File: src/rtl/core/slt_pkg.sv
// slt_pkg: shared types, token kind codes and byte classes for the shell line tokenizer.
// Depends on nothing; imported by every module of the block.
`timescale 1ns / 1ps

package slt_pkg;

    localparam int QUEUE_DEPTH = 4;

    localparam logic [1:0] KIND_WORD   = 2'd0;
    localparam logic [1:0] KIND_SINGLE = 2'd1;
    localparam logic [1:0] KIND_DOUBLE = 2'd2;
    localparam logic [1:0] KIND_MARK   = 2'd3;

    localparam logic [7:0] CH_AMP   = 8'h26;  // &
    localparam logic [7:0] CH_PIPE  = 8'h7C;  // |
    localparam logic [7:0] CH_SEMI  = 8'h3B;  // ;
    localparam logic [7:0] CH_LT    = 8'h3C;  // <
    localparam logic [7:0] CH_GT    = 8'h3E;  // >
    localparam logic [7:0] CH_UNDER = 8'h5F;  // _

    // One outgoing token character.
    typedef struct packed {
        logic [7:0] ch;
        logic [1:0] kind;
        logic       first;
        logic       last;
        logic       done;
        logic       run;
    } result_t;

    // All results caused by one input character (one or two).
    typedef struct packed {
        logic    two;
        result_t r0;
        result_t r1;
    } bundle_t;

    function automatic logic is_word_byte(input logic [7:0] c);
        logic hit;
        hit = 1'b0;
        if ((c >= 8'h30 && c <= 8'h39) || (c >= 8'h61 && c <= 8'h7A) ||
            (c >= 8'h41 && c <= 8'h5A))
        begin
            hit = 1'b1;
        end
        else
        begin
            unique case (c)
                8'h2E, 8'h27, 8'h2C, 8'h2F, 8'h2D, CH_UNDER, 8'h3A,   // . ' , / - _ :
                8'h7B, 8'h7D, 8'h28, 8'h29, 8'h3F, 8'h23, 8'h24,      // { } ( ) ? # $
                8'h40, 8'h21, 8'h60, 8'h7E, 8'h2B, 8'h3D, 8'h22,      // @ ! ` ~ + = "
                8'h2A, 8'h25, 8'h5E:                                  // * % ^
                    hit = 1'b1;
                default:
                    hit = 1'b0;
            endcase
        end
        return hit;
    endfunction

    function automatic logic is_pair_op(input logic [7:0] c);
        return (c == CH_AMP) || (c == CH_PIPE);
    endfunction

    function automatic logic is_plain_op(input logic [7:0] c);
        return (c == CH_LT) || (c == CH_GT) || (c == CH_SEMI);
    endfunction

endpackage

File: src/rtl/core/slt_front.sv
// slt_front: accepts characters, classifies them against the held character and
// builds the one or two results each one causes. Depends on slt_pkg.
`timescale 1ns / 1ps

module slt_front (
    input  logic             clk,
    input  logic             rst_n,
    input  logic             in_valid,
    output logic             in_ready,
    input  logic [7:0]       in_char,
    input  logic             line_end,
    input  logic             q_full,
    output logic             push,
    output slt_pkg::bundle_t push_data
);
    import slt_pkg::*;

    logic       held_valid_reg, held_valid_next;
    logic [7:0] held_char_reg, held_char_next;
    logic [1:0] held_kind_reg, held_kind_next;
    logic       held_first_reg, held_first_next;

    logic       accept;
    logic       is_w, is_p, is_o;
    logic [1:0] n;
    result_t    r0, r1, op_res, flush_res;

    assign in_ready = !q_full;
    assign accept   = in_valid && in_ready;

    always_comb
    begin
        is_w = is_word_byte(in_char);
        is_p = is_pair_op(in_char);
        is_o = is_plain_op(in_char);
        n    = 2'd0;
        r0   = '0;
        r1   = '0;
        op_res    = '{ch: in_char, kind: KIND_SINGLE, first: 1'b1, last: 1'b1,
                      done: 1'b0, run: 1'b0};
        flush_res = '0;

        held_valid_next = held_valid_reg;
        held_char_next  = held_char_reg;
        held_kind_next  = held_kind_reg;
        held_first_next = held_first_reg;

        if (!held_valid_reg)
        begin
            held_valid_next = is_w || is_p;
            held_char_next  = in_char;
            held_kind_next  = is_w ? KIND_WORD : KIND_SINGLE;
            held_first_next = 1'b1;
            if (is_o)
            begin
                r0 = op_res;
                n  = 2'd1;
            end
        end
        else if (held_kind_reg == KIND_WORD)
        begin
            r0 = '{ch: held_char_reg, kind: KIND_WORD, first: held_first_reg,
                   last: !is_w, done: 1'b0, run: 1'b0};
            n  = 2'd1;
            held_char_next = in_char;
            if (is_w)
            begin
                held_valid_next = 1'b1;
                held_kind_next  = KIND_WORD;
                held_first_next = 1'b0;
            end
            else
            begin
                held_valid_next = is_p;
                held_kind_next  = KIND_SINGLE;
                held_first_next = 1'b1;
                if (is_o)
                begin
                    r1 = op_res;
                    n  = 2'd2;
                end
            end
        end
        else if (in_char == held_char_reg)
        begin
            // && or || pairs; the pair is complete, nothing stays held
            r0 = '{ch: held_char_reg, kind: KIND_DOUBLE, first: 1'b1, last: 1'b0,
                   done: 1'b0, run: 1'b0};
            r1 = '{ch: in_char, kind: KIND_DOUBLE, first: 1'b0, last: 1'b1,
                   done: 1'b0, run: 1'b0};
            n  = 2'd2;
            held_valid_next = 1'b0;
        end
        else
        begin
            r0 = '{ch: held_char_reg, kind: KIND_SINGLE, first: 1'b1, last: 1'b1,
                   done: 1'b0, run: 1'b0};
            n  = 2'd1;
            held_valid_next = is_w || is_p;
            held_char_next  = in_char;
            held_kind_next  = is_w ? KIND_WORD : KIND_SINGLE;
            held_first_next = 1'b1;
            if (is_o)
            begin
                r1 = op_res;
                n  = 2'd2;
            end
        end

        if (line_end)
        begin
            // flush whatever is held; never more than one result exists here
            if (held_valid_next)
            begin
                flush_res = '{ch: held_char_next, kind: held_kind_next,
                              first: held_first_next, last: 1'b1, done: 1'b0, run: 1'b0};
                if (n == 2'd0)
                begin
                    r0 = flush_res;
                end
                else
                begin
                    r1 = flush_res;
                end
                n = n + 2'd1;
                held_valid_next = 1'b0;
            end
            held_char_next  = '0;
            held_kind_next  = KIND_WORD;
            held_first_next = 1'b0;
            if (n == 2'd0)
            begin
                r0 = '{ch: 8'd0, kind: KIND_MARK, first: 1'b0, last: 1'b0,
                       done: 1'b0, run: 1'b0};
                n  = 2'd1;
            end
            if (n == 2'd2)
            begin
                r1.done = 1'b1;
            end
            else
            begin
                r0.done = 1'b1;
            end
        end

        if (n == 2'd2)
        begin
            r1.run = 1'b1;
        end
        else
        begin
            r0.run = 1'b1;
        end

        push      = accept && (n != 2'd0);
        push_data = '{two: (n == 2'd2), r0: r0, r1: r1};
    end

    always_ff @(posedge clk or negedge rst_n)
    begin
        if (!rst_n)
        begin
            held_valid_reg <= 1'b0;
            held_char_reg  <= '0;
            held_kind_reg  <= KIND_WORD;
            held_first_reg <= 1'b0;
        end
        else if (accept)
        begin
            held_valid_reg <= held_valid_next;
            held_char_reg  <= held_char_next;
            held_kind_reg  <= held_kind_next;
            held_first_reg <= held_first_next;
        end
    end

endmodule

File: src/rtl/core/slt_fifo.sv
// slt_fifo: short queue of result bundles between the front and back parts.
// Depends on slt_pkg for the bundle type.
`timescale 1ns / 1ps

module slt_fifo #(
    parameter int DEPTH = slt_pkg::QUEUE_DEPTH
) (
    input  logic                       clk,
    input  logic                       rst_n,
    input  logic                       push,
    input  slt_pkg::bundle_t           push_data,
    input  logic                       pop,
    output slt_pkg::bundle_t           pop_data,
    output logic                       full,
    output logic                       not_empty,
    output logic [$clog2(DEPTH+1)-1:0] count
);
    import slt_pkg::*;

    localparam int PTR_W = (DEPTH > 1) ? $clog2(DEPTH) : 1;
    localparam int CNT_W = $clog2(DEPTH + 1);

    bundle_t            mem_reg [DEPTH];
    logic [PTR_W-1:0]   wr_ptr_reg, wr_ptr_next;
    logic [PTR_W-1:0]   rd_ptr_reg, rd_ptr_next;
    logic [CNT_W-1:0]   count_reg, count_next;
    logic               do_push, do_pop;

    assign full      = (count_reg == CNT_W'(DEPTH));
    assign not_empty = (count_reg != '0);
    assign count     = count_reg;
    assign pop_data  = mem_reg[rd_ptr_reg];
    assign do_push   = push && !full;
    assign do_pop    = pop && not_empty;

    always_comb
    begin
        wr_ptr_next = wr_ptr_reg;
        rd_ptr_next = rd_ptr_reg;
        count_next  = count_reg;
        if (do_push)
        begin
            wr_ptr_next = (wr_ptr_reg == PTR_W'(DEPTH - 1)) ? '0 : wr_ptr_reg + PTR_W'(1);
        end
        if (do_pop)
        begin
            rd_ptr_next = (rd_ptr_reg == PTR_W'(DEPTH - 1)) ? '0 : rd_ptr_reg + PTR_W'(1);
        end
        if (do_push && !do_pop)
        begin
            count_next = count_reg + CNT_W'(1);
        end
        else if (do_pop && !do_push)
        begin
            count_next = count_reg - CNT_W'(1);
        end
    end

    always_ff @(posedge clk or negedge rst_n)
    begin
        if (!rst_n)
        begin
            wr_ptr_reg <= '0;
            rd_ptr_reg <= '0;
            count_reg  <= '0;
        end
        else
        begin
            wr_ptr_reg <= wr_ptr_next;
            rd_ptr_reg <= rd_ptr_next;
            count_reg  <= count_next;
        end
    end

    always_ff @(posedge clk)
    begin
        if (do_push)
        begin
            mem_reg[wr_ptr_reg] <= push_data;
        end
    end

endmodule

File: src/rtl/core/slt_back.sv
// slt_back: drains result bundles from the queue one character per transfer
// into the output register. Depends on slt_pkg.
`timescale 1ns / 1ps

module slt_back (
    input  logic             clk,
    input  logic             rst_n,
    input  logic             q_valid,
    input  slt_pkg::bundle_t q_data,
    output logic             pop,
    output logic             out_valid,
    input  logic             out_ready,
    output logic [7:0]       out_char,
    output logic [1:0]       token_kind,
    output logic             token_first,
    output logic             token_last,
    output logic             line_done,
    output logic             run_last
);
    import slt_pkg::*;

    logic    slot_reg, slot_next;     // 1: second result of the head bundle is next
    logic    out_valid_reg, out_valid_next;
    result_t out_reg, out_next;
    result_t cur;
    logic    load;

    assign cur  = slot_reg ? q_data.r1 : q_data.r0;
    assign load = q_valid && (!out_valid_reg || out_ready);
    assign pop  = load && (slot_reg || !q_data.two);

    always_comb
    begin
        slot_next      = slot_reg;
        out_valid_next = out_valid_reg;
        out_next       = out_reg;
        if (load)
        begin
            out_next       = cur;
            out_valid_next = 1'b1;
            slot_next      = q_data.two && !slot_reg;
        end
        else if (out_ready)
        begin
            out_valid_next = 1'b0;
        end
    end

    always_ff @(posedge clk or negedge rst_n)
    begin
        if (!rst_n)
        begin
            slot_reg      <= 1'b0;
            out_valid_reg <= 1'b0;
        end
        else
        begin
            slot_reg      <= slot_next;
            out_valid_reg <= out_valid_next;
        end
    end

    always_ff @(posedge clk)
    begin
        out_reg <= out_next;
    end

    assign out_valid   = out_valid_reg;
    assign out_char    = out_reg.ch;
    assign token_kind  = out_reg.kind;
    assign token_first = out_reg.first;
    assign token_last  = out_reg.last;
    assign line_done   = out_reg.done;
    assign run_last    = out_reg.run;

endmodule

File: src/rtl/core/shell_line_tokenizer.sv
// shell_line_tokenizer: top level of the streaming command line tokenizer.
// Depends on slt_pkg, slt_front, slt_fifo and slt_back.
//
// Usage: one byte of the command line is a transfer on the input channel
// (in_valid/in_ready, in_char, line_end marks the last byte of a line).
// Token characters leave as transfers on the output channel (out_valid/
// out_ready) with token_kind, token_first/token_last, line_done on the final
// result of a line and run_last on the last result caused by one input byte.
// Words and lone & or | are held for one byte so the next byte can end the
// token or pair it into && or ||; a line end flushes what is held or sends a
// bare marker (kind 3, out_char 0).
// Each result is registered in the bundle queue and then in the output register.
// Throughput: one byte per cycle while the queue is not full; a byte causes at
// most two results and the output moves one per cycle, so the bundle queue
// between front and back (Q_DEPTH entries) absorbs the second result. in_ready
// drops only when that queue is full. When the receiver stalls, the output
// register holds and the queue fills, after which input stalls too. Reset
// empties the queue, clears the held character and drops out_valid.
`timescale 1ns / 1ps

module shell_line_tokenizer #(
    parameter int Q_DEPTH = slt_pkg::QUEUE_DEPTH
) (
    input  logic       clk,
    input  logic       rst_n,
    input  logic       in_valid,
    output logic       in_ready,
    input  logic [7:0] in_char,
    input  logic       line_end,
    output logic       out_valid,
    input  logic       out_ready,
    output logic [7:0] out_char,
    output logic [1:0] token_kind,
    output logic       token_first,
    output logic       token_last,
    output logic       line_done,
    output logic       run_last
);
    import slt_pkg::*;

    localparam int CNT_W = $clog2(Q_DEPTH + 1);

    logic             push, pop, q_full, q_valid;
    bundle_t          push_data, q_data;
    logic [CNT_W-1:0] q_count;

    // Front: classify each byte against the held one, build its results.
    slt_front u_front (
        .clk       (clk),
        .rst_n     (rst_n),
        .in_valid  (in_valid),
        .in_ready  (in_ready),
        .in_char   (in_char),
        .line_end  (line_end),
        .q_full    (q_full),
        .push      (push),
        .push_data (push_data)
    );

    // Queue of result bundles; decouples byte intake from output stalls.
    slt_fifo #(
        .DEPTH (Q_DEPTH)
    ) u_fifo (
        .clk       (clk),
        .rst_n     (rst_n),
        .push      (push),
        .push_data (push_data),
        .pop       (pop),
        .pop_data  (q_data),
        .full      (q_full),
        .not_empty (q_valid),
        .count     (q_count)
    );

    // Back: serialize bundles into single-character transfers.
    slt_back u_back (
        .clk         (clk),
        .rst_n       (rst_n),
        .q_valid     (q_valid),
        .q_data      (q_data),
        .pop         (pop),
        .out_valid   (out_valid),
        .out_ready   (out_ready),
        .out_char    (out_char),
        .token_kind  (token_kind),
        .token_first (token_first),
        .token_last  (token_last),
        .line_done   (line_done),
        .run_last    (run_last)
    );

`ifndef SYNTHESIS
    // the final result of a line is always the last result of its byte
    a_done_is_run_last: assert property (@(posedge clk) disable iff (!rst_n)
        out_valid && line_done |-> run_last)
        else $error("line_done without run_last");

    // a bare marker only closes a line and carries no character
    a_marker_shape: assert property (@(posedge clk) disable iff (!rst_n)
        out_valid && (token_kind == KIND_MARK) |->
            line_done && !token_first && !token_last && (out_char == 8'd0))
        else $error("malformed line-end marker");

    // input backpressure comes only from a full queue
    a_ready_tracks_queue: assert property (@(posedge clk) disable iff (!rst_n)
        (q_count <= CNT_W'(Q_DEPTH)) && (in_ready == (q_count != CNT_W'(Q_DEPTH))))
        else $error("queue occupancy and in_ready disagree");

    // a pushed bundle is never dropped at the queue
    a_no_push_when_full: assert property (@(posedge clk) disable iff (!rst_n)
        push |-> !q_full)
        else $error("bundle pushed into full queue");
`endif

endmodule

File: config.mk
export PLATFORM = sky130hd
export DESIGN_NAME = shell_line_tokenizer
export DESIGN_NICKNAME = d
export VERILOG_FILES = /design/src/rtl/core/slt_pkg.sv /design/src/rtl/core/slt_front.sv /design/src/rtl/core/slt_fifo.sv /design/src/rtl/core/slt_back.sv /design/src/rtl/core/shell_line_tokenizer.sv
export SDC_FILE = /design/constraint.sdc
export NUM_CORES = 1
export LEC_CHECK = 0
export ABC_AREA = 0
export BUFFER_PORTS_ARGS = -buffer_cell sky130_fd_sc_hd__buf_2
export CORE_MARGIN = 2
export CORE_UTILIZATION = 45
export DETAILED_ROUTE_END_ITERATION = 16
export PLACE_DENSITY = 0.7
export SKIP_LAST_GASP = 1
export SYNTH_ARGS = -nofsm -noshare
export SYNTH_HDL_FRONTEND = slang
export SYNTH_HIERARCHICAL = 1
export SYNTH_SLANG_ARGS = --single-unit
File: constraint.sdc
create_clock -name clk -period 5 [get_ports clk]
set_input_delay 0.25 -clock clk [delete_from_list [all_inputs] [get_ports clk]]
set_output_delay 0.25 -clock clk [all_outputs]
set_load 0.005 [all_outputs]
After elaboration in Yosys (flattened, before gate mapping)
Memories as Yosys holds them, arrays and structs flattened. Index checks and enable logic that the tools add are counted. W data, S select, Z words.

Bits in registers: 35. Latch bits: 0. Bits in writable memories: 116. Bits in read-only memories: 0. Input bits: 13. Output and inout port bits: 16. Word-level logic and storage cells: 157. Memories kept: 1.

Memories: u_fifo.mem_reg (depth 4, bits a word 29, read ports 1, clocked after Yosys merged registers in 0, write ports 1, line slt_fifo.sv:23) `bundle_t mem_reg [DEPTH];`.

Add/sub/neg operators: 5. $mul: 0. Divide/modulo/power cells: 0. $lt $le $gt $ge: 6. Equality and inequality tests: 35. Shift-type cells: 0. Mux-type cells: 60. Bitwise gates (word level): 0. Reduce and logical (&&, ||, !) cells: 35.

Operators by type and width (number): $mux W14 (14); $eq A8 B6 Y1 const B (21); $eq A8 B7 Y1 const B (8); $mux W2 (16); $mux W8 (4); $reduce_or A24 Y1 (1); $mux W1 (22); $ge A8 B7 Y1 const B (2); $le A8 B7 Y1 const B (2); $logic_and A1 B1 Y1 (12); $mux W6 (2); $eq A2 B2 Y1 const B (4); $eq A8 B8 Y1 (1); $ge A8 B6 Y1 const B (1); $le A8 B6 Y1 const B (1); $logic_or A1 B1 Y1 (8); $logic_not A1 Y1 (7); $add A2 B1 Y2 const B (3); $logic_not A2 Y1 (3); $mux W3 (2); $reduce_bool A2 Y1 (3); $add A3 B1 Y3 const B (1); $eq A3 B3 Y1 const B (1); $reduce_bool A3 Y1 (1); $sub A3 B1 Y3 const B (1).

Logic depth before layout (Yosys ltp)
Gate-level depths: netlist (run 1).

Depth after elaboration: 22. Depth in mapped cells: 16. Depth with buffers taken out: 13.

By module
The synthesis (run 1) kept the hierarchy.

Modules (own cells, without submodules): slt_fifo (instances 1, cells an instance 188, area each 4664.5 µm², seq. area each 3658.5 µm²); slt_front (instances 1, cells an instance 196, area each 1428.9 µm², seq. area each 300.3 µm²); slt_back (instances 1, cells an instance 39, area each 734.5 µm², seq. area each 470.5 µm²).

Least setup slack after synthesis (run 1)
No wires, ideal clock.

Path kind: register to register. Start: register u_front.held_char_reg[6]. End: memory u_fifo/mem_reg[0][20] in the netlist's numbering, data pin. Library setup time: 0.266 ns. Arrival: 2.766 ns. Data required time: 4.734 ns. Path slack: 1.968 ns. Stages on the path, launching flop included: 14. Buffers on the path: 1. Period minus slack after synthesis: 3.032 ns. Cells stage by stage: dfrtp_1 -> xor2_1 -> nor4_1 -> and3_1 -> clkbuf_1 -> nand2_1 -> inv_1 -> a21oi_1 -> nand2_1 -> ha_1 -> nor2b_1 -> o211ai_1 -> mux2_4 -> a32o_1.

RTL lines: from (decl) (line slt_front.sv:19) `logic [7:0] held_char_reg, held_char_next;`; from (signal assigned) (line slt_front.sv:172) `held_char_reg <= held_char_next;`; to (decl) (line slt_fifo.sv:23).

==> impl_metrics.yaml, run 1 <==
global_routing:
  grt_pass1_wl_um: 20300
  antenna_found_initial: 0
  track_usage_pct: 16.7
  grt_pass1_vias: 3676
  grt_max_degree: 33
  grt_overflow: 0
yosys:
  synth_compound_area_share_pct: 6.67
  synth_fp_nets: 444
  syn_area_per_cell_um2: 16.1
  synth_edf_count: 130
  synth-simple-area-share_pct: 8.19
  synthMostInstantiatedCell: "edfxtp_1"
  syn_area_mm2: 0.00683
  synthDistinctLibCells: 61
  synthMuxAreaShare_pct: 13.9
  netlist_top_cells_count: "edfxtp_1 (130), mux4_2 (29), nand2_1 (29)"
  synth_seq_cells: 151
  synth_top_cell_by_area: "edfxtp_1"
  synth.yosys.seq_area_share_pct: 64.9
  yosys-top-cells-area: "edfxtp_1 (57%), mux4_2 (9.6%), dfrtp_1 (7.7%)"
  ys.flop_type: "edfxtp_1"
  synth.top_cell.area_share_pct: 57.2
  synth_xor_area_share_pct: 1.54
  yosys_warnings: 6
  async_reset_ff_share_pct: 13.9
  syn_inst: 423
  synth_adder_area_share_pct: 1.58
  synth_top_family_by_area: "multiplexers"
detailed_routing:
  firstDrtPassIters: 4
  dr_total_vias: 3654
  wirelength_um: 12500
  wl_per_cell_um: 19.2
  drt-vias-per-instance: 5.63
  drtIter0Drc: 358
  wl_met2_um: 5950
  dr.max_layer_used: "met4"
  antenna_left: 0
  drt-met1-wl_um: 5680
  wl_met3_um: 608
  drc_errors: 0
sta:
  slew_headroom_pct: 34.0
  fin_skew_ns: 0.0143
  tns_ns: 0
  worstMarginPinSlew_ns: 0.990
  final_hold_viol_count: 0
  rsz0062_at_grt: "no"
  final-setup-viol-count: 0
  slew_viol_final: 0
  min_period_over_period_pct: 69.4
  max_freq_ghz: 0.288
  period_needed_ns: 3.47
flow_run:
  cap_violations: 0
worst_hold_path:
  min_path_type: "primary input to register"
clock_network:
  cts_tree: "built"
  clock_latency_ns: 0.42
  clock-root-buffer: "clkbuf_16"
  htreeDepth: 4
  clkSinkCount: 151
  cts_buffer_depth: 2
  clk_pin_slew_ns: 0.06
  cts_buffers: 17
setup_path:
  worstSetupPathType: "register to register"
  required_ns: 5.17
  crit_family: "simple AND/OR/NAND/NOR gates"
  slowest_delay_ns: 0.41
  slowest_stage: "dfrtp_1"
  endpoint_kind: "register"
  cp-start-kind: "register"
  arrival_ns: 3.64
  cp_cell_sequence: "xor2_1 > nor4_1 > and3_1 > nand2_1 > inv_1 > a21oi_1 > nand2_1 > ha_1 > nor2b_1 > o211ai_1 > mux2_4 > a22oi_1"
  cp_num_buf_inv: 1
  cp_max_fo: 8
  crit_path_frequent_cell: "nand2_1"
floorplan:
  die-area_mm2: 0.0162
  core_mm2: 0.0150
  rows: 45
  ios: 29
  die_h_um: 127
  start_util_pct: 45.4
  die_w_um: 127
layout:
  n_antenna_cell: 0
  final_cells: 649
  syn2layout_area_growth_pct: 12.0
  largest_register_ffs: 116
  drive_above_1_share_pct: 26.7
  fin_nets: 469
placement:
  portBuffers: 28
  place.detailed.hpwl_um: 7750
  gp_congestion: 0.853
  dp.cells: 616
power_and_ir_drop:
  p_per_area_mw_per_mm2: 543
  ir_drop_mv: 0.262
  leakagePower_nw: 2.71
status:
  status: "finished, final reports clean"
worst register-to-register path, cell delays in order, from the launching register on:
cell and delay (ns):
dfrtp_1 0.41, xor2_1 0.17, nor4_1 0.36, and3_1 0.34, nand2_1 0.22, inv_1 0.21, a21oi_1 0.13, nand2_1 0.14
ha_1 0.24, nor2b_1 0.16, o211ai_1 0.12, mux2_4 0.33, a22oi_1 0.38
metal layers:
metal,up-vias,global-route usage (%)
li1,1690,-
met1,1854,23.0
met2,95,25.7
met3,15,4.36
met4,0,6.98
met5,-,0
report_power, final:
group,switching [mW],internal (mW),leakage [nW]
Sequential,0.132,1.67,1.44
Combinational,0.519,0.575,0.976
Clock,0.474,0.776,0.296
Total,1.12,3.03,2.71
per-stage QoR:
| step | utilization, % | hold WS (ns) | power [mW] | instance area [µm²] | setup slack (ns) |
|---|---|---|---|---|---|
| global placement | 46.8 | 0.238 | 2.91 | 7040 | 1.64 |
| floorplan | - | -0.0456 | 2.70 | 6830 | 1.97 |
| detailed placement | 46.8 | 0.243 | 2.94 | 7040 | 1.53 |
| CTS | 50.9 | 0.0955 | 4.20 | 7640 | 1.57 |
| finish | 50.9 | 0.104 | 4.15 | 7640 | 1.53 |
| global route | 50.9 | 0.140 | 4.37 | 7640 | 1.20 |
repair_timing:
action | in CTS | in global routing
gates resized for setup | 0 | 0
hold endpoints to repair | 21 | 0
hold buffers | 1 | 0
setup buffers | 0 | 0
layout by cell type (no fill, tap or decap), drive strengths merged, types with 7 or more instances in the layout:
| master | n |
|---|---|
| buf | 30 |
| inv | 12 |
| clkbuf | 27 |
| edfxtp | 130 |
| mux4 | 29 |
| nor2 | 15 |
| nand2 | 30 |
| a21oi | 11 |
| xor2 | 11 |
| nand2b | 12 |
| and2 | 10 |
| ha | 7 |
| dfrtp | 21 |
| o21ai | 15 |
| nor2b | 8 |
| mux2 | 21 |
final cells by class:
type	instances	area [µm²]
Inverter	10	37.5
Clock inverter	5	30.0
Timing Repair Buffer	31	165
Clock buffer	27	567
Multi-Input combinational cell	237	2180
Tap cell	188	235
Fill cell	1217	7390
Sequential cell	151	4430
kinds of logic after synthesis:
logic type,Yosys count
compound gates,67
fa+ha+maj,8
xor+xnor,12
simple gates,99
buf+inv,35
flops,151
mux,51
final timing paths:
path / cells after the start / startpoint / slack (ns) / end
worst max-delay path: 12 / u_front/held_char_reg[6]$_DFFE_PN0P_ / 1.53 / u_fifo/mem_reg[2][18]$_DFFE_PP_
worst min-delay path: 3 / out_ready / 0.10 / u_back/out_valid$_DFFE_PN0P_
worst max register to register: 12 / u_front/held_char_reg[6]$_DFFE_PN0P_ / 1.53 / u_fifo/mem_reg[2][18]$_DFFE_PP_
worst min register to register: 1 / u_fifo/count[2]$_DFFE_PN0P_ / 0.49 / u_fifo/count[2]$_DFFE_PN0P_
max in group asynchronous: 2 / rst_n / 4.30 / u_fifo/rd_ptr_reg[0]$_DFFE_PN0P_
min in group asynchronous: 2 / rst_n / 0.34 / u_fifo/count[0]$_DFFE_PN0P_
Note: power is estimated with default switching activity, not from simulation.
==> run 2, diff against run 1 <==
clock period = 3.4 ns   (was 5 ns; I/O delays follow)
==> run 2 against run 1 <==
  * Sequential power grew 44%
  * Design area up 1.2%
  * Core utilization increased by 0.63 points
  * Final cell count up 2.0%
  * First-iteration DRC count decreased by 11%
  * Critical endpoint is now u_fifo/mem_reg[1][21]$_DFFE_PP_
==> impl_metrics.yaml, run 2 (same netlist as run 1, synthesis figures left out) <==
status:
  status: "finished, final reports clean"
detailed_routing:
  wl_per_cell_um: 19.0
  wirelength_um: 12600
  antenna_left: 0
  drt-vias-per-instance: 5.69
  drc_errors: 0
  dr_total_vias: 3767
  drtIter0Drc: 320
  firstDrtPassIters: 5
setup_path:
  reg2reg_slack_ns: 0.21
  slowest_delay_ns: 0.40
  cp_max_fo: 7
  cp-start-kind: "register"
  rr_worst_depth: 12
  r2r_end: "u_fifo/mem_reg[1][21]$_DFFE_PP_"
  endpoint_kind: "register"
  r2r_start: "u_front/held_char_reg[7]$_DFFE_PN0P_"
  worstSetupPathType: "register to register"
  crit_path_frequent_cell: "nand2_1"
  slowest_stage: "dfrtp_1"
  required_ns: 3.54
  cp_cell_sequence: "xor2_1 > nor4_1 > and3_2 > nand2_1 > inv_1 > a21oi_2 > nand2_1 > ha_1 > nor2b_1 > o211ai_1 > mux2_4 > a32o_1"
  arrival_ns: 3.32
sta:
  tns_ns: 0
  final-setup-viol-count: 0
  max_freq_ghz: 0.314
  rsz0062_at_grt: "no"
  worstMarginPinSlew_ns: 0.651
  fin_hold_ws_ns: 0.0269
  min_period_over_period_pct: 93.8
  final_hold_viol_count: 0
  fin_skew_ns: 0.00707
  slew_headroom_pct: 56.6
  slew_viol_final: 0
  period_needed_ns: 3.19
placement:
  post_dp_cell_area_mm2: 0.00714
  dp.cells: 629
  place.detailed.hpwl_um: 8150
  portBuffers: 28
  gp_congestion: 0.908
clock_network:
  htreeDepth: 4
  clock-root-buffer: "clkbuf_16"
  clock_latency_ns: 0.41
  clkSinkCount: 151
  cts_buffer_depth: 2
  postCtsSetupBuffers: 0
  cts_buffers: 17
  cts_tree: "built"
  clk_pin_slew_ns: 0.06
layout:
  largest_register_ffs: 116
  most-common-layout-cells: "edfxtp_1 (130), nand2_1 (29), mux4_2 (29), buf_2 (28), dfrtp_1 (20)"
  syn2layout_area_growth_pct: 13.4
  drive_above_1_share_pct: 30.2
  stdcell_area_mm2: 0.00774
  fin_nets: 482
  n_antenna_cell: 0
  layout_commonest_cell: "edfxtp_1"
  final_cells: 662
global_routing:
  grt_pass1_wl_um: 20500
  grt_max_degree: 32
  track_usage_pct: 16.8
  antenna_found_initial: 0
  grt_overflow: 0
  grt_pass1_vias: 3907
worst_hold_path:
  min_path_type: "primary input to register"
  min_from: "out_ready"
  holdPathEnd: "u_back/out_valid$_DFFE_PN0P_"
  hold_depth: 3
floorplan:
  die_w_um: 127
  rows: 45
  start_util_pct: 45.4
  ios: 29
  die-area_mm2: 0.0162
  core_mm2: 0.0150
  die_h_um: 127
flow_run:
  cap_violations: 0
power_and_ir_drop:
  leakagePower_nw: 2.76
  ir_drop_mv: 0.366
  p_per_area_mw_per_mm2: 790
run 2: cell count changes in the layout (fill, tap and decap cells not counted), sizes merged:
cell and change:
buf +13, bufinv +1, clkbuf -10, clkinv -1, clkinvlp +1, inv +9
run 2: final cells by class:
| cell class | instances | area, µm² |
|---|---|---|
| clock inverters | 15 | 153 |
| flip-flops and latches | 151 | 4430 |
| multi-input cells | 237 | 2200 |
| well taps | 188 | 235 |
| fillers | 1176 | 7290 |
| clock buffers | 17 | 425 |
| repair buffers | 44 | 263 |
| inverters | 10 | 37.5 |
run 2: layer usage:
| metal | global-route usage, % | wire [µm] | up-vias |
|---|---|---|---|
| met5 | 0 | 0 | - |
| met4 | 6.08 | 279 | 0 |
| met3 | 4.44 | 731 | 20 |
| met2 | 27.5 | 6160 | 123 |
| met1 | 21.7 | 5380 | 1903 |
| li1 | - | - | 1721 |
run 2: what timing repair did:
action,4_1_cts,5_1_grt
setup endpoints to repair,0,50
hold buffers,1,0
gates resized for setup,0,4
endpoints found under the hold margin,21,0
run 2: worst max-delay path by stage:
stage                                          from                               to  slack (ns)  depth (start not counted)
2_1_floorplan  u_front/held_char_reg[6]$_DFFE_PN0P_  u_fifo/mem_reg[0][20]$_DFFE_PP_        0.37                         13
3_3_place_gp   u_front/held_char_reg[6]$_DFFE_PN0P_  u_fifo/mem_reg[0][21]$_DFFE_PP_        0.31                         12
3_5_place_dp   u_front/held_char_reg[4]$_DFFE_PN0P_  u_fifo/mem_reg[1][21]$_DFFE_PP_        0.15                         12
4_1_cts        u_front/held_char_reg[4]$_DFFE_PN0P_  u_fifo/mem_reg[1][21]$_DFFE_PP_        0.12                         12
5_1_grt        u_front/held_char_reg[7]$_DFFE_PN0P_  u_fifo/mem_reg[2][21]$_DFFE_PP_        0.04                         12
6_report       u_front/held_char_reg[7]$_DFFE_PN0P_  u_fifo/mem_reg[1][21]$_DFFE_PP_        0.21                         12
run 2: power by group:
part | switching, mW | leakage [nW] | total, mW | internal [mW]
clock network | 0.777 | 0.279 | 1.81 | 1.04
registers | 0.139 | 1.44 | 2.60 | 2.46
logic | 0.830 | 1.04 | 1.70 | 0.871
total | 1.75 | 2.76 | 6.11 | 4.37
run 2: through the flow:
step / power, mW / worst slack (ns) / util, %
floorplan: 3.97 / 0.368 / -
finish: 6.11 / 0.212 / 51.5
CTS: 6.18 / 0.122 / 51.4
global route: 6.43 / 0.0434 / 51.5
global placement: 4.30 / 0.310 / 47.5
detailed placement: 4.37 / 0.151 / 47.5
run 2: critical path: cells and delay by family, from the launching register on:
kind	cells	cell delay, ns
AOI/OAI and AO/OA	3	0.55
buffers and inverters	1	0.20
muxes	1	0.33
adders and majority gates	1	0.24
and+or+nand+nor	5	1.03
xor gates and xnor gates	1	0.17
DFF	1	0.40
